[src/hw/rtl/dpsqrt_pkg.sv]
// Shared types and constants for the binary64 square root pipeline.
// No dependencies.
package dpsqrt_pkg;

  localparam int unsigned RootBits = 54;
  localparam int unsigned RemBits  = 57;

  localparam logic [1:0] RmNearest = 2'd0;
  localparam logic [1:0] RmZero    = 2'd1;
  localparam logic [1:0] RmUp      = 2'd2;
  localparam logic [1:0] RmDown    = 2'd3;

  localparam logic [63:0] DefaultNan = 64'h7FF8_0000_0000_0000;
  localparam logic [63:0] QuietBit   = 64'h0008_0000_0000_0000;

  // Per-request sideband carried through the cell chain
  typedef struct packed {
    logic        special;
    logic [63:0] special_bits;
    logic        special_inv;
    logic [10:0] exp_field;
    logic [1:0]  rmode;
  } side_t;

  // Recurrence state handed from cell to cell
  typedef struct packed {
    logic [RemBits-1:0]  rem;
    logic [RootBits:0]   s;
    logic [RootBits-1:0] q;
  } rec_t;

endpackage

[src/hw/rtl/dpsqrt_cell.sv]
// One restoring square root step with its pipeline register.
// Depends on dpsqrt_pkg.
module dpsqrt_cell #(
  parameter int unsigned Step = 0
) (
  input  logic               clk,
  input  logic               rst,
  input  logic               en,
  input  logic               in_valid,
  input  dpsqrt_pkg::rec_t   in_rec,
  input  dpsqrt_pkg::side_t  in_side,
  output logic               out_valid,
  output dpsqrt_pkg::rec_t   out_rec,
  output dpsqrt_pkg::side_t  out_side
);

  localparam int unsigned Rb = dpsqrt_pkg::RootBits - 1 - Step;

  logic [dpsqrt_pkg::RootBits:0]  r;
  logic [dpsqrt_pkg::RootBits:0]  t;
  logic [dpsqrt_pkg::RemBits-1:0] t_ext;
  logic                           take;
  dpsqrt_pkg::rec_t               rec_next;

  // Trial subtract, keep on success, shift remainder
  always_comb begin
    r        = '0;
    r[Rb]    = 1'b1;
    t        = in_rec.s + r;
    t_ext    = {{(dpsqrt_pkg::RemBits - dpsqrt_pkg::RootBits - 1){1'b0}}, t};
    take     = (t_ext <= in_rec.rem);
    rec_next = in_rec;
    if (take) begin
      rec_next.s      = t + r;
      rec_next.rem    = in_rec.rem - t_ext;
      rec_next.q[Rb]  = 1'b1;
    end
    rec_next.rem = {rec_next.rem[dpsqrt_pkg::RemBits-2:0], 1'b0};
  end

  // Advance when the chain moves
  always_ff @(posedge clk) begin
    if (rst) begin
      out_valid <= 1'b0;
    end else if (en) begin
      out_valid <= in_valid;
    end
  end

  always_ff @(posedge clk) begin
    if (en) begin
      out_rec  <= rec_next;
      out_side <= in_side;
    end
  end

endmodule

[config.mk]
export PLATFORM = sky130hd
export DESIGN_NAME = dpsqrt_cell
export DESIGN_NICKNAME = d
export VERILOG_FILES = /design/src/hw/rtl/dpsqrt_pkg.sv /design/src/hw/rtl/dpsqrt_cell.sv
export SDC_FILE = /design/constraint.sdc
export NUM_CORES = 1
export LEC_CHECK = 0
export BUFFER_PORTS_ARGS = -buffer_cell sky130_fd_sc_hd__buf_2
export CORE_AREA = 3 3 190 192
export DETAILED_ROUTE_END_ITERATION = 12
export DIE_AREA = 0 0 193 195
export MAX_ROUTING_LAYER = met4
export PLACE_DENSITY_LB_ADDON = 0.2
export SYNTH_ARGS = -nofsm -noshare
export SYNTH_HDL_FRONTEND = slang
export SYNTH_SLANG_ARGS = --single-unit
[constraint.sdc]
create_clock -name clk -period 10.2 [get_ports clk]
set_input_delay 3.06 -clock clk [delete_from_list [all_inputs] [get_ports clk]]
set_output_delay 3.06 -clock clk [all_outputs]
set_load 0.05 [all_outputs]
# Word-level counts from Yosys, hierarchy flattened

Index checks and enable logic that the tools add are counted.

Output and inout bits: 246
Register bits: 245
Bits of input ports: 249

$add $sub $neg: 3
Magnitude comparators: 1
Muxes and demuxes: 1

Operators by type and width:

| kind                                            | number |
|---|---|
| 2-to-1 mux 112 bit                              | 1 |
| adder 55 x 54 -> 55 bit (second input constant) | 2 |
| <= comparator 55 x 57 -> 1 bit                  | 1 |
| subtractor 56 x 55 -> 56 bit                    | 1 |

# Longest topological paths before layout

Word-level depth: 3
Depth in mapped cells: 14
Mapped depth without buffers: 12

# Worst setup path after synthesis

Ideal clock, no wire load.

Path kind: input -> register
Start point: input in_rec[67] (netlist name)
End point: register out_rec[162] (netlist name), data pin
Cell stages on the path: 12
Setup slack: 4.490 ns
Buffers on the path: 1
Arrival: 5.445 ns
Setup time: 0.266 ns
Path through: inv_1 > ha_1 > buf_2 > a21o_1 > a31oi_1 > o21bai_1 > or3_1 > o211ai_2 > a211oi_1 > or4_1 > nand4_1 > or3b_1

RTL lines:

| element              | line              | source |
|---|---|---|
| start, declared      | dpsqrt_cell.sv:10 | `input dpsqrt_pkg::rec_t in_rec,` |
| end signal, assigned | dpsqrt_cell.sv:52 | `out_rec <= rec_next;` |
| end, declared        | dpsqrt_cell.sv:13 | `output dpsqrt_pkg::rec_t out_rec,` |

==> impl_metrics.ini <==
[power_and_ir_drop]
clkPwrFrac_pct = 34.3
power.switching_w = 0.00110
p_leak_nw = 7.80
ir_drop_mv = 0.152
seq_power_share_pct = 38.5
p_per_area_nw_per_um2 = 192
p_int_w = 0.00216
combPwrFrac_pct = 27.3
p_sw_share_pct = 33.8

[sta]
setup_viol = 0
slew_headroom_pct = 43.1
worstMarginPinSlew_ps = 854
hold_viol = 0
hold_ws_ps = 494
slew_violations = 0
grt_setup_unrepaired = false
max_freq_ghz = 0.161
min_period_over_period_pct = 61.1
fin_ws_ps = 3970
fin_skew_ps = 0
finalCriticalPeriod_ps = 6230
tns_ps = 0

[detailed_routing]
wl_met1_mm = 17.2
drc = 0
wirelength_mm = 44.3
viasPerCell = 5.05
dr.pass1.iters = 5
num_vias = 10600
highest_layer = met4
wl_met2_mm = 21.3
ant_nets = 0
wl_met3_mm = 4.27
avgRoutedWirePerCell_um = 21.0
drtIter0Drc = 636

[flow_run]
drv_cap = 0

[worst_setup_path]
cp_slowest_cell = a2111o_1
reg2reg_depth = 2
crit_family = compound AO/OA/AOI/OAI gates
critPathCaptureType = register
max_stage_delay_ps = 490
cp_cell_sequence = buf_2 -> inv_1 -> ha_1 -> nand4_1 -> nor2_1 -> o21ai_0 -> a311oi_1 -> o2111ai_1 -> a2111o_1 -> nand2_2 -> buf_4 -> a211oi_1 -> or3b_1
rrSetupSlack_ps = 9620
crit_buf_inv = 3
startpoint = in_rec[58]
critical_path_arrival_ps = 6530
cp_max_fo = 36
worstSetupPathType = in -> reg
cp.required_ps = 10500
r2r_end = out_valid$_SDFFE_PP0P_
start_kind = input pin
r2r-start = out_valid$_SDFFE_PP0P_

[cts]
clock_latency_ps = 550
post-cts-setup-buffers = 0
tritoncts = done
clk_pin_slew_ps = 60
cts.sinks = 245
cts_hold_buf = 0
numCtsBuffers = 29
cts_root_buffer = clkbuf_16
htree_levels = 1
clockBufferDepth = 3
ctsResizeCount = 0

[floorplanning]
die_h_um = 195
pin_count = 495
core_um2 = 34500
floorplan.rows = 68
die_x_um = 193
start_util_pct = 37.8
dieArea_um2 = 37600

[min_path]
hold_start = out_valid$_SDFFE_PP0P_
holdPathEnd = out_valid$_SDFFE_PP0P_
whs_path_depth = 2
hold_path.class = reg -> reg

[placed_design]
port_buffers = 493
dp.cells = 2037
place_area_um2 = 15900
dp_hpwl_mm = 35.3
gp_congestion = 0.885
pre_cts_slack_ps = 3290

[global_route]
grt_pass1_vias = 10600
grt_max_degree = 145
grtUsageTotal_pct = 23.0
overflow = 0
antenna_found_initial = 19
grt_pass1_wl_mm = 64.1

[synthesis]
synth-warning-count = 0
netlist_area_um2 = 13100
synth_enable_flop_cells = 244
ys_types = 72
synth_nets = 1490
synthCells = 1130
ys_seq_area_share_pct = 56.3
synth_seq_cells = 245
synth_ff_type = edfxtp_1
synthArstFlopShare_pct = 0
synth_area_per_cell_um2 = 11.6

[finish]
fin_nets = 1973
nFillCells = 3315
area_growth_pct = 30.1
layout_commonest_cell = buf_2
final_area_um2 = 17000
final-instance-count-excl-fill = 2107
drive_gt1_share_pct = 34.1
final_cell_mix = buf_2, edfxtp_1, inv_1

[run_status]
status = finished, final reports clean
==> synthesized netlist by cell type (3+ instances only) <==
| cell type | count | area share (%) |
|---|---|---|
| and2_1 | 7 | 0.34 |
| nand4_1 | 24 | 1.2 |
| xnor2_1 | 23 | 1.5 |
| buf_2 | 23 | 0.88 |
| nor2b_1 | 10 | 0.48 |
| o31ai_1 | 5 | 0.29 |
| or3_1 | 5 | 0.24 |
| and4_1 | 4 | 0.27 |
| a41oi_1 | 3 | 0.20 |
| inv_1 | 130 | 3.7 |
| nor3_1 | 10 | 0.38 |
| buf_4 | 5 | 0.29 |
| xor2_1 | 19 | 1.3 |
| nand3_1 | 12 | 0.46 |
| a221oi_1 | 3 | 0.20 |
| o21ai_1 | 3 | 0.11 |
| clkbuf_1 | 13 | 0.37 |
| a211oi_1 | 13 | 0.75 |
| o211ai_1 | 10 | 0.58 |
| o21ai_0 | 47 | 1.8 |
| a21o_1 | 35 | 2.0 |
| ha_1 | 110 | 11 |
| nand2b_1 | 7 | 0.34 |
| o21a_1 | 11 | 0.63 |
| nor2_1 | 77 | 2.2 |
| a21oi_1 | 127 | 4.9 |
| o21bai_1 | 20 | 1.2 |
| nor4_1 | 3 | 0.14 |
| a31oi_1 | 6 | 0.29 |
| nor3b_1 | 7 | 0.40 |
| a21boi_0 | 5 | 0.29 |
| nand2_1 | 54 | 1.6 |
| edfxtp_1 | 244 | 56 |
| or2_2 | 3 | 0.14 |
==> sequential cells by signal, summed over array words and instances, names as in the netlist <==
| signal | cells |
|---|---|
| out_rec | 165 |
| out_side | 79 |
| out_valid | 1 |
==> per-stage QoR <==
| step | power (W) | utilization, % |
|---|---|---|
| final | 0.00326 | 49.2 |
| after detailed placement | 0.00217 | 46.1 |
| after global placement | 0.00216 | 46.1 |
| after CTS | 0.00330 | 49.0 |
| after global routing | 0.00340 | 49.2 |
| after floorplan | 0.00189 | - |
==> power groups by stage <==
stage	combinational [W]	clock [W]	sequential (W)
after floorplan	0.000263	0	0.00163
after global placement	0.000891	0	0.00127
after detailed placement	0.000891	0	0.00127
after CTS	0.000895	0.00115	0.00126
after global routing	0.000950	0.00119	0.00127
final	0.000889	0.00112	0.00125
==> cell families (layout without fill, tap and decap cells) <==
| kind of cell | count (synthesis) | in the layout | share of synthesized area, % |
|---|---|---|---|
| buffers and inverters | 174 | 679 | 5.43 |
| AND/OR/NAND/NOR | 239 | 239 | 9.27 |
| AO/OA/AOI/OAI | 314 | 314 | 15.2 |
| other | 1 | 18 | 0.0287 |
| XOR/XNOR | 42 | 42 | 2.82 |
| multiplexers | 4 | 4 | 0.326 |
| adder cells (fa/ha/maj) | 111 | 111 | 10.7 |
| flip-flops | 245 | 245 | 56.3 |
==> per-layer routing <==
metal,global-route usage [%],vias up
li1,-,5112
met3,7.61,76
met4,7.50,0
met1,26.3,5048
met5,-,-
met2,38.2,404
==> cell type report <==
type                    instances  area [um^2]  area share (%)
diodes                         17         42.5           0.250
clock buffers                  34          744            4.38
clock inverters                19          280            1.65
inverters                     130          488            2.87
multi-input cells             711         5000            29.4
flip-flops and latches        245         7350            43.3
well taps                     455          569            3.35
repair buffers                496         2510            14.8
==> tightest hold or removal path, stage by stage, from the launching register on <==
cell	delay, ps
dfxtp_1	320
mux2i_1	60
nor2_1	70
==> worst max path at each step <==
stage / endpoint / cells after the start
after CTS: out_rec[162]$_DFFE_PP_ / 13
after global routing: out_rec[162]$_DFFE_PP_ / 13
after detailed placement: out_rec[162]$_DFFE_PP_ / 13
final: out_rec[162]$_DFFE_PP_ / 13
after floorplan: out_rec[162]$_DFFE_PP_ / 12
after global placement: out_rec[162]$_DFFE_PP_ / 13
Note: power is estimated with default switching activity, not from simulation.
