**src/hw/rtl/dpsqrt_pkg.sv**
```systemverilog
// Shared types and constants for the binary64 square root pipeline.
// No dependencies.
package dpsqrt_pkg;

  localparam int unsigned RootBits = 54;
  localparam int unsigned RemBits  = 57;

  localparam logic [1:0] RmNearest = 2'd0;
  localparam logic [1:0] RmZero    = 2'd1;
  localparam logic [1:0] RmUp      = 2'd2;
  localparam logic [1:0] RmDown    = 2'd3;

  localparam logic [63:0] DefaultNan = 64'h7FF8_0000_0000_0000;
  localparam logic [63:0] QuietBit   = 64'h0008_0000_0000_0000;

  // Per-request sideband carried through the cell chain
  typedef struct packed {
    logic        special;
    logic [63:0] special_bits;
    logic        special_inv;
    logic [10:0] exp_field;
    logic [1:0]  rmode;
  } side_t;

  // Recurrence state handed from cell to cell
  typedef struct packed {
    logic [RemBits-1:0]  rem;
    logic [RootBits:0]   s;
    logic [RootBits-1:0] q;
  } rec_t;

endpackage

```
**src/hw/rtl/dpsqrt_unpack.sv**
```systemverilog
// Operand decode, special cases and normalization into the first register.
// Depends on dpsqrt_pkg.
module dpsqrt_unpack (
  input  logic               clk,
  input  logic               rst,
  input  logic               en,
  input  logic               in_valid,
  input  logic [63:0]        operand_bits,
  input  logic [1:0]         rmode,
  output logic               out_valid,
  output dpsqrt_pkg::rec_t   out_rec,
  output dpsqrt_pkg::side_t  out_side
);

  logic [10:0]       fld;
  logic [51:0]       frac;
  logic [5:0]        lz;
  logic [52:0]       m;
  logic [12:0]       e;
  logic [10:0]       eres;
  logic [54:0]       mm;
  dpsqrt_pkg::side_t side;
  dpsqrt_pkg::rec_t  rec;

  assign fld  = operand_bits[62:52];
  assign frac = operand_bits[51:0];

  // Leading zero count of the fraction for subnormals
  always_comb begin
    lz = 6'd52;
    for (int i = 0; i < 52; i++) begin
      if (frac[i]) lz = 6'(51 - i);
    end
  end

  // Classify, normalize, make exponent even
  always_comb begin
    side              = '0;
    side.rmode        = rmode;
    side.special_bits = operand_bits;
    if (fld == 11'h7FF) begin
      side.special = 1'b1;
      if (frac == '0) begin
        if (operand_bits[63]) begin
          side.special_bits = dpsqrt_pkg::DefaultNan;
          side.special_inv  = 1'b1;
        end
      end else begin
        side.special_bits = operand_bits | dpsqrt_pkg::QuietBit;
        side.special_inv  = ~operand_bits[51];
      end
    end else if (operand_bits[62:0] == '0) begin
      side.special = 1'b1;
    end else if (operand_bits[63]) begin
      side.special      = 1'b1;
      side.special_bits = dpsqrt_pkg::DefaultNan;
      side.special_inv  = 1'b1;
    end
    // e biased by +1100 to stay positive
    if (fld == '0) begin
      m = {1'b0, frac} << (lz + 6'd1);
      e = 13'd1100 - 13'd1022 - 13'(lz) - 13'd1;
    end else begin
      m = {1'b1, frac};
      e = 13'(fld) - 13'd1023 + 13'd1100;
    end
    mm = {2'b0, m};
    if (e[0]) begin
      mm = {1'b0, m, 1'b0};
      e  = e - 13'd1;
    end
    // e/2 + 1022 with bias removed: (e-1100)/2+1022 = e/2 + 472
    eres           = 11'((e >> 1) + 13'd472);
    side.exp_field = eres;
    rec.rem = {1'b0, mm, 1'b0};
    rec.s   = '0;
    rec.q   = '0;
  end

  always_ff @(posedge clk) begin
    if (rst) begin
      out_valid <= 1'b0;
    end else if (en) begin
      out_valid <= in_valid;
    end
  end

  always_ff @(posedge clk) begin
    if (en) begin
      out_rec  <= rec;
      out_side <= side;
    end
  end

endmodule

```
**config.mk**
```make
export PLATFORM = sky130hd
export DESIGN_NAME = dpsqrt_unpack
export DESIGN_NICKNAME = d
export VERILOG_FILES = /design/src/hw/rtl/dpsqrt_pkg.sv /design/src/hw/rtl/dpsqrt_unpack.sv
export SDC_FILE = /design/constraint.sdc
export NUM_CORES = 1
export LEC_CHECK = 0
export ABC_CLOCK_PERIOD_IN_PS = 5210
export BUFFER_PORTS_ARGS = -buffer_cell sky130_fd_sc_hd__buf_4
export CAP_MARGIN = 25
export CORE_AREA = 2 2 162 164
export DETAILED_ROUTE_END_ITERATION = 8
export DIE_AREA = 0 0 164 166
export MAX_ROUTING_LAYER = met4
export PLACE_DENSITY_LB_ADDON = 0.05
export SLEW_MARGIN = 15
export SYNTH_ARGS = -nofsm -noshare
export SYNTH_HDL_FRONTEND = slang
export SYNTH_SLANG_ARGS = --single-unit
export TNS_END_PERCENT = 50
```
**constraint.sdc**
```tcl
create_clock -name clk -period 5.21 [get_ports clk]
set_input_delay 0.2605 -clock clk [delete_from_list [all_inputs] [get_ports clk]]
set_output_delay 0.2605 -clock clk [all_outputs]
set_load 0.01 [all_outputs]
```
# Yosys cells after proc, flatten, opt, wreduce, memory -nomap -nowiden
# Cells that the tools add are included.
# classes
addsub,7
eq_ne,1
shifts,1
mux,61
bitwise,1
n_reduce_logical,4
# op_table
operator,count
$mux 6,49
$mux 65,3
$mux 53,2
$mux 66,1
$mux 64,1
$logic_not 63->1,1
$shl 52x6->53,1
$logic_not 52->1,1
$mux 12,2
$add 12x12->12 const B,1
$sub 11x10->12 const B,1
$sub 12x1->12 const B,1
$add 11x9->11 const B,1
$eq 11x11->1 const B,1
$logic_not 11->1,1
$mux 3,3
$sub 8x2->9 const B,1
$sub 7x6->8 const A,1
$add 6x1->6 const B,1
$reduce_or 2->1,1
$not 1->1,1
# word_totals
register_bits,135
wordCells,84

# Longest topological paths before layout
# depth
word_depth,58
mapped_depth,22
ltp_nobuf,16

# Worst setup path before layout
# OpenSTA, ideal clock, no wires.
# synth_timing
path_kind,input-to-reg
from,in operand_bits[28]
to,"reg out_rec[157] (netlist bit), data pin"
setup_time_ps,260
arrival_time_ps,4279
required_ps,4950
setup_slack_ps,671
cell_stages,16
n_path_buf,6
path_cell_list,clkbuf_1 -> nor3_1 -> nand2_1 -> o311a_1 -> o21a_1 -> buf_6 -> buf_2 -> buf_2 -> ha_1 -> clkbuf_1 -> clkbuf_1 -> mux4_2 -> a211oi_1 -> a21oi_1 -> a2111o_1 -> mux2_2
# synth_between
elab_chain_len,28
elab_cells_between_ends,31
classes_between,add/sub (3); shift (1); mux (27)
# synth_rtl
element,line,source
from (decl),dpsqrt_unpack.sv:8,"input logic [63:0] operand_bits,"
$mux 6 (24 in series),dpsqrt_unpack.sv:32,if (frac[i]) lz = 6'(51 - i);
$sub 7x6->8 or $add 6x1->6 (tied branches),"dpsqrt_unpack.sv:62, dpsqrt_unpack.sv:61",
$sub 8x2->9 or $shl 52x6->53 (tied branches),"dpsqrt_unpack.sv:62, dpsqrt_unpack.sv:61",
$mux 12 or $mux 53 (tied branches),dpsqrt_unpack.sv:60,if (fld == '0) begin
$mux 53 (*),dpsqrt_unpack.sv:68,if (e[0]) begin
named net mm[47],dpsqrt_unpack.sv:21,logic [54:0] mm;
to (signal assigned),dpsqrt_unpack.sv:90,out_rec <= rec;
to (decl),dpsqrt_unpack.sv:11,"output dpsqrt_pkg::rec_t out_rec,"
# The timed path passes the listed nets; every way through them passes the cells marked *.
# A chain may end at the register's enable or synchronous reset.

# Worst setup path in the final report
# layout_timing
from,in operand_bits[14]
to,"reg out_rec[156] (netlist bit), data pin"
# layout_between
elab_chain_len,42
elab_cells_between_ends,45
classes_between,add/sub (3); shift (1); mux (41)
# layout_rtl
element,line
$mux 6 (38 in series),dpsqrt_unpack.sv:32
$sub 7x6->8 or $add 6x1->6 (tied branches),"dpsqrt_unpack.sv:62, dpsqrt_unpack.sv:61"
$sub 8x2->9 or $shl 52x6->53 (tied branches),"dpsqrt_unpack.sv:62, dpsqrt_unpack.sv:61"
$mux 12 or $mux 53 (tied branches),dpsqrt_unpack.sv:60
$mux 53 (*),dpsqrt_unpack.sv:68
named net mm[46],dpsqrt_unpack.sv:21
# Marks and branches as above.

==> qor.yml <==
status:
  status: "finished, final reports clean"
timing:
  setup_viol: 0
  fin_hold_ws_ns: 0.0696
  rsz0062_at_grt: "false"
  min_period_over_period_pct: 84.6
  fin_crit_ns: 4.41
  clock_skew_ns: 0
  worst_pin_slew_ns: 1.05
  hold_violations: 0
  drv_slew: 0
  setup_tns_ns: 0
  setup_ws_ns: 0.801
  slew-limit-headroom_pct: 29.8
  fmax_mhz: 227
grt:
  gr-usage-all-layers_pct: 33.7
  grt_start_max_net_pins: 85
  overflow: 0
  grt_pass1_vias: 9365
  antenna_found_initial: 0
  grt_pass1_wl_um: 65100
synth:
  syn_area_um2: 11300
  synth_edf_count: 133
  ys_top_cells_by_area: "edfxtp_1 (35%), mux4_2 (8.4%), buf_4 (7.8%), mux2i_1 (3.5%), and2_1 (3.4%)"
  yosysTopAreaCell: "edfxtp_1"
  async_flop_share_pct: 0
  synth_simple_gate_area_share_pct: 16.3
  synth_xor_area_share_pct: 1.08
  syn_inst: 1136
  yosys_warnings: 0
  yosysUniqueCellTypes: 96
  synth_top_flop_cell: "edfxtp_1"
  yosysTopAreaCellShare_pct: 35.3
  synthAdderAreaFrac_pct: 0.553
  syn_area_per_cell_um2: 9.96
  yosysSeqAreaShare_pct: 35.5
  synth_compound_area_share_pct: 18.5
  synthMuxAreaShare_pct: 15.8
  ys_seq_elements: 134
  synth_top_family_by_area: "compound AO/OA/AOI/OAI gates"
clocking:
  cts_setup_buffers: 0
  cts_buffer_depth: 2
  cts_sinks: 134
  clk_pin_slew_worst_paths_ns: 0.07
  cts_buffers: 17
  htree_levels: 4
  cts_root_buf: "clkbuf_16"
  cts_tree: "yes"
  clkLatencyLatePin_ns: 0.43
routing:
  wl_um: 45200
  drcViolationCount: 0
  vias: 10300
  drt-initial-drc-count: 1238
  drt-pass1-iter-count: 6
  wl_per_cell_um: 27.1
  ant_nets: 0
  routed_via_density: 6.20
setup_path:
  cp-end-kind: "register"
  crit_chain: "buf_4 > nor2_1 > o31ai_1 > a2111oi_0 > o41ai_2 > a31oi_4 > ha_1 > clkinv_1 > buf_12 > mux4_2 > and3_1 > a211oi_1 > a21oi_1 > a2111o_1 > mux2_2"
  critPathBufInv: 3
  start_kind: "input port"
  path_max_fanout: 34
  critPathMaxStageDelay_ns: 0.88
  r2r_slack_ns: 4.62
  slowest_stage: "a2111oi_0"
  arrival_ns: 4.58
  crit_family: "compound AO/OA/AOI/OAI gates"
  cp.required_ns: 5.38
  worstSetupPathType: "in2reg"
power:
  clkPwrFrac_pct: 35.2
  switching_share_pct: 33.1
  leakagePower_nw: 5.38
  ir_drop_uv: 192
  p_int_mw: 2.51
  p_sw_mw: 1.24
  p_seq_share_pct: 35.3
  pwr-share-comb_pct: 29.5
  powerDensity_nw_per_um2: 277
cells_and_area:
  area_delta_synth_final_pct: 19.5
  fin_nets: 1392
  nFillCells: 2339
  finish.utilization_pct: 52.8
  drive_above_1_share_pct: 30.0
  diodes: 0
place:
  preCtsSetupSlack_ns: 0.449
  portBuffers: 203
  dp_hpwl_um: 33500
  gp_congestion: 1.02
floorplanning:
  start_util_pct: 44.2
  rows: 59
  die_w_um: 164
  pin_count: 316
  core_um2: 25600
  die_h_um: 166
  die_area_um2: 27200
hold_path:
  min_path_type: "in2reg"
run:
  max_cap_violations: 0
[power groups by stage]
stage / Sequential (mW) / Clock, mW / Combinational, mW
2_1_floorplan: 1.40 / 0 / 0.604
6_report: 1.32 / 1.32 / 1.11
5_1_grt: 1.33 / 1.39 / 1.16
4_1_cts: 1.32 / 1.34 / 1.08
3_5_place_dp: 1.35 / 0 / 1.08
3_3_place_gp: 1.35 / 0 / 1.09
[tightest hold or removal path, stage by stage]
cell	delay, ns
buf_4	0.08
mux2i_1	0.06
nor2_1	0.08
[cells in the mapped netlist (9+ instances only)]
cell type,instances
inv_1,16
mux2_2,30
mux2i_1,40
a22oi_1,19
edfxtp_1,133
buf_4,117
o21ai_1,10
o211ai_1,22
buf_2,26
a211oi_1,20
clkbuf_1,62
nand3_1,31
nand2_1,74
nor2_1,62
a21oi_1,43
xnor2_1,10
a31oi_1,9
mux4_2,42
and3_1,11
o21ai_0,35
nand4_1,15
nand2b_1,20
nor4_1,12
o21a_1,12
a2bb2oi_1,10
and2_1,62
nor3_1,27
[registers in the layout (all words and copies together) (netlist names)]
register   cells
out_rec       54
out_side      79
out_valid      1
[metrics by stage]
stage,instance area (um2),cells,power [mW]
6_report,13500,1664,3.75
5_1_grt,13500,1664,3.89
4_1_cts,13500,1663,3.74
3_5_place_dp,12900,1630,2.42
3_3_place_gp,12900,1630,2.43
2_1_floorplan,11700,1247,2.00
[logic make-up (layout without fill, tap and decap cells)]
| group | after synthesis | in the layout |
|---|---|---|
| adder cells (fa/ha/maj) | 5 | 5 |
| XOR/XNOR | 14 | 14 |
| other | 1 | 112 |
| flip-flops | 134 | 134 |
| AO/OA/AOI/OAI | 281 | 281 |
| AND/OR/NAND/NOR | 350 | 350 |
| multiplexers | 118 | 118 |
| buffers and inverters | 233 | 315 |
[timing repair]
action,in CTS,in global routing
endpoints found under the hold margin,2,1
resized for setup,0,0
hold buffers,2,1
[final timing paths]
path	from	endpoint	depth (start not counted)
setup / recovery	operand_bits[14]	out_rec[156]	15
hold / removal	in_valid	out_valid	3
setup reg to reg	out_valid	out_valid	2
hold reg to reg	out_valid	out_valid	2
[cell type report]
cell class	instances	area [um2]	area share, %
clock buffer	17	425	3.15
inverter	19	73.8	0.546
tap	335	419	3.10
multi-input combinational	880	6360	47.1
clock inverter	14	188	1.39
sequential	134	4010	29.7
timing repair buffer	265	2040	15.1
[per-layer routing]
metal	track usage [%]	vias to the layer above	part of all wire, %
met1	48.4	5054	42
met2	48.0	722	44
met5	-	-	0
li1	-	4467	-
met3	6.29	79	11
met4	10.9	0	3.3
[cells in the final DEF (no fill, tap or decap), drive strengths merged, types with 16 or more instances in the layout]
master and instances:
a22oi 19, and2 63, nor3 27, mux2i 41, o21ai 46, edfxtp 133
nand2b 20, mux2 33, nor4 16, nand3 31, mux4 44, conb 112
clkbuf 17, nor2 63, nand2 75, a211oi 24, inv 26, a21oi 44
o211ai 22, buf 262
No activity file was read; power rests on OpenSTA's default activity.
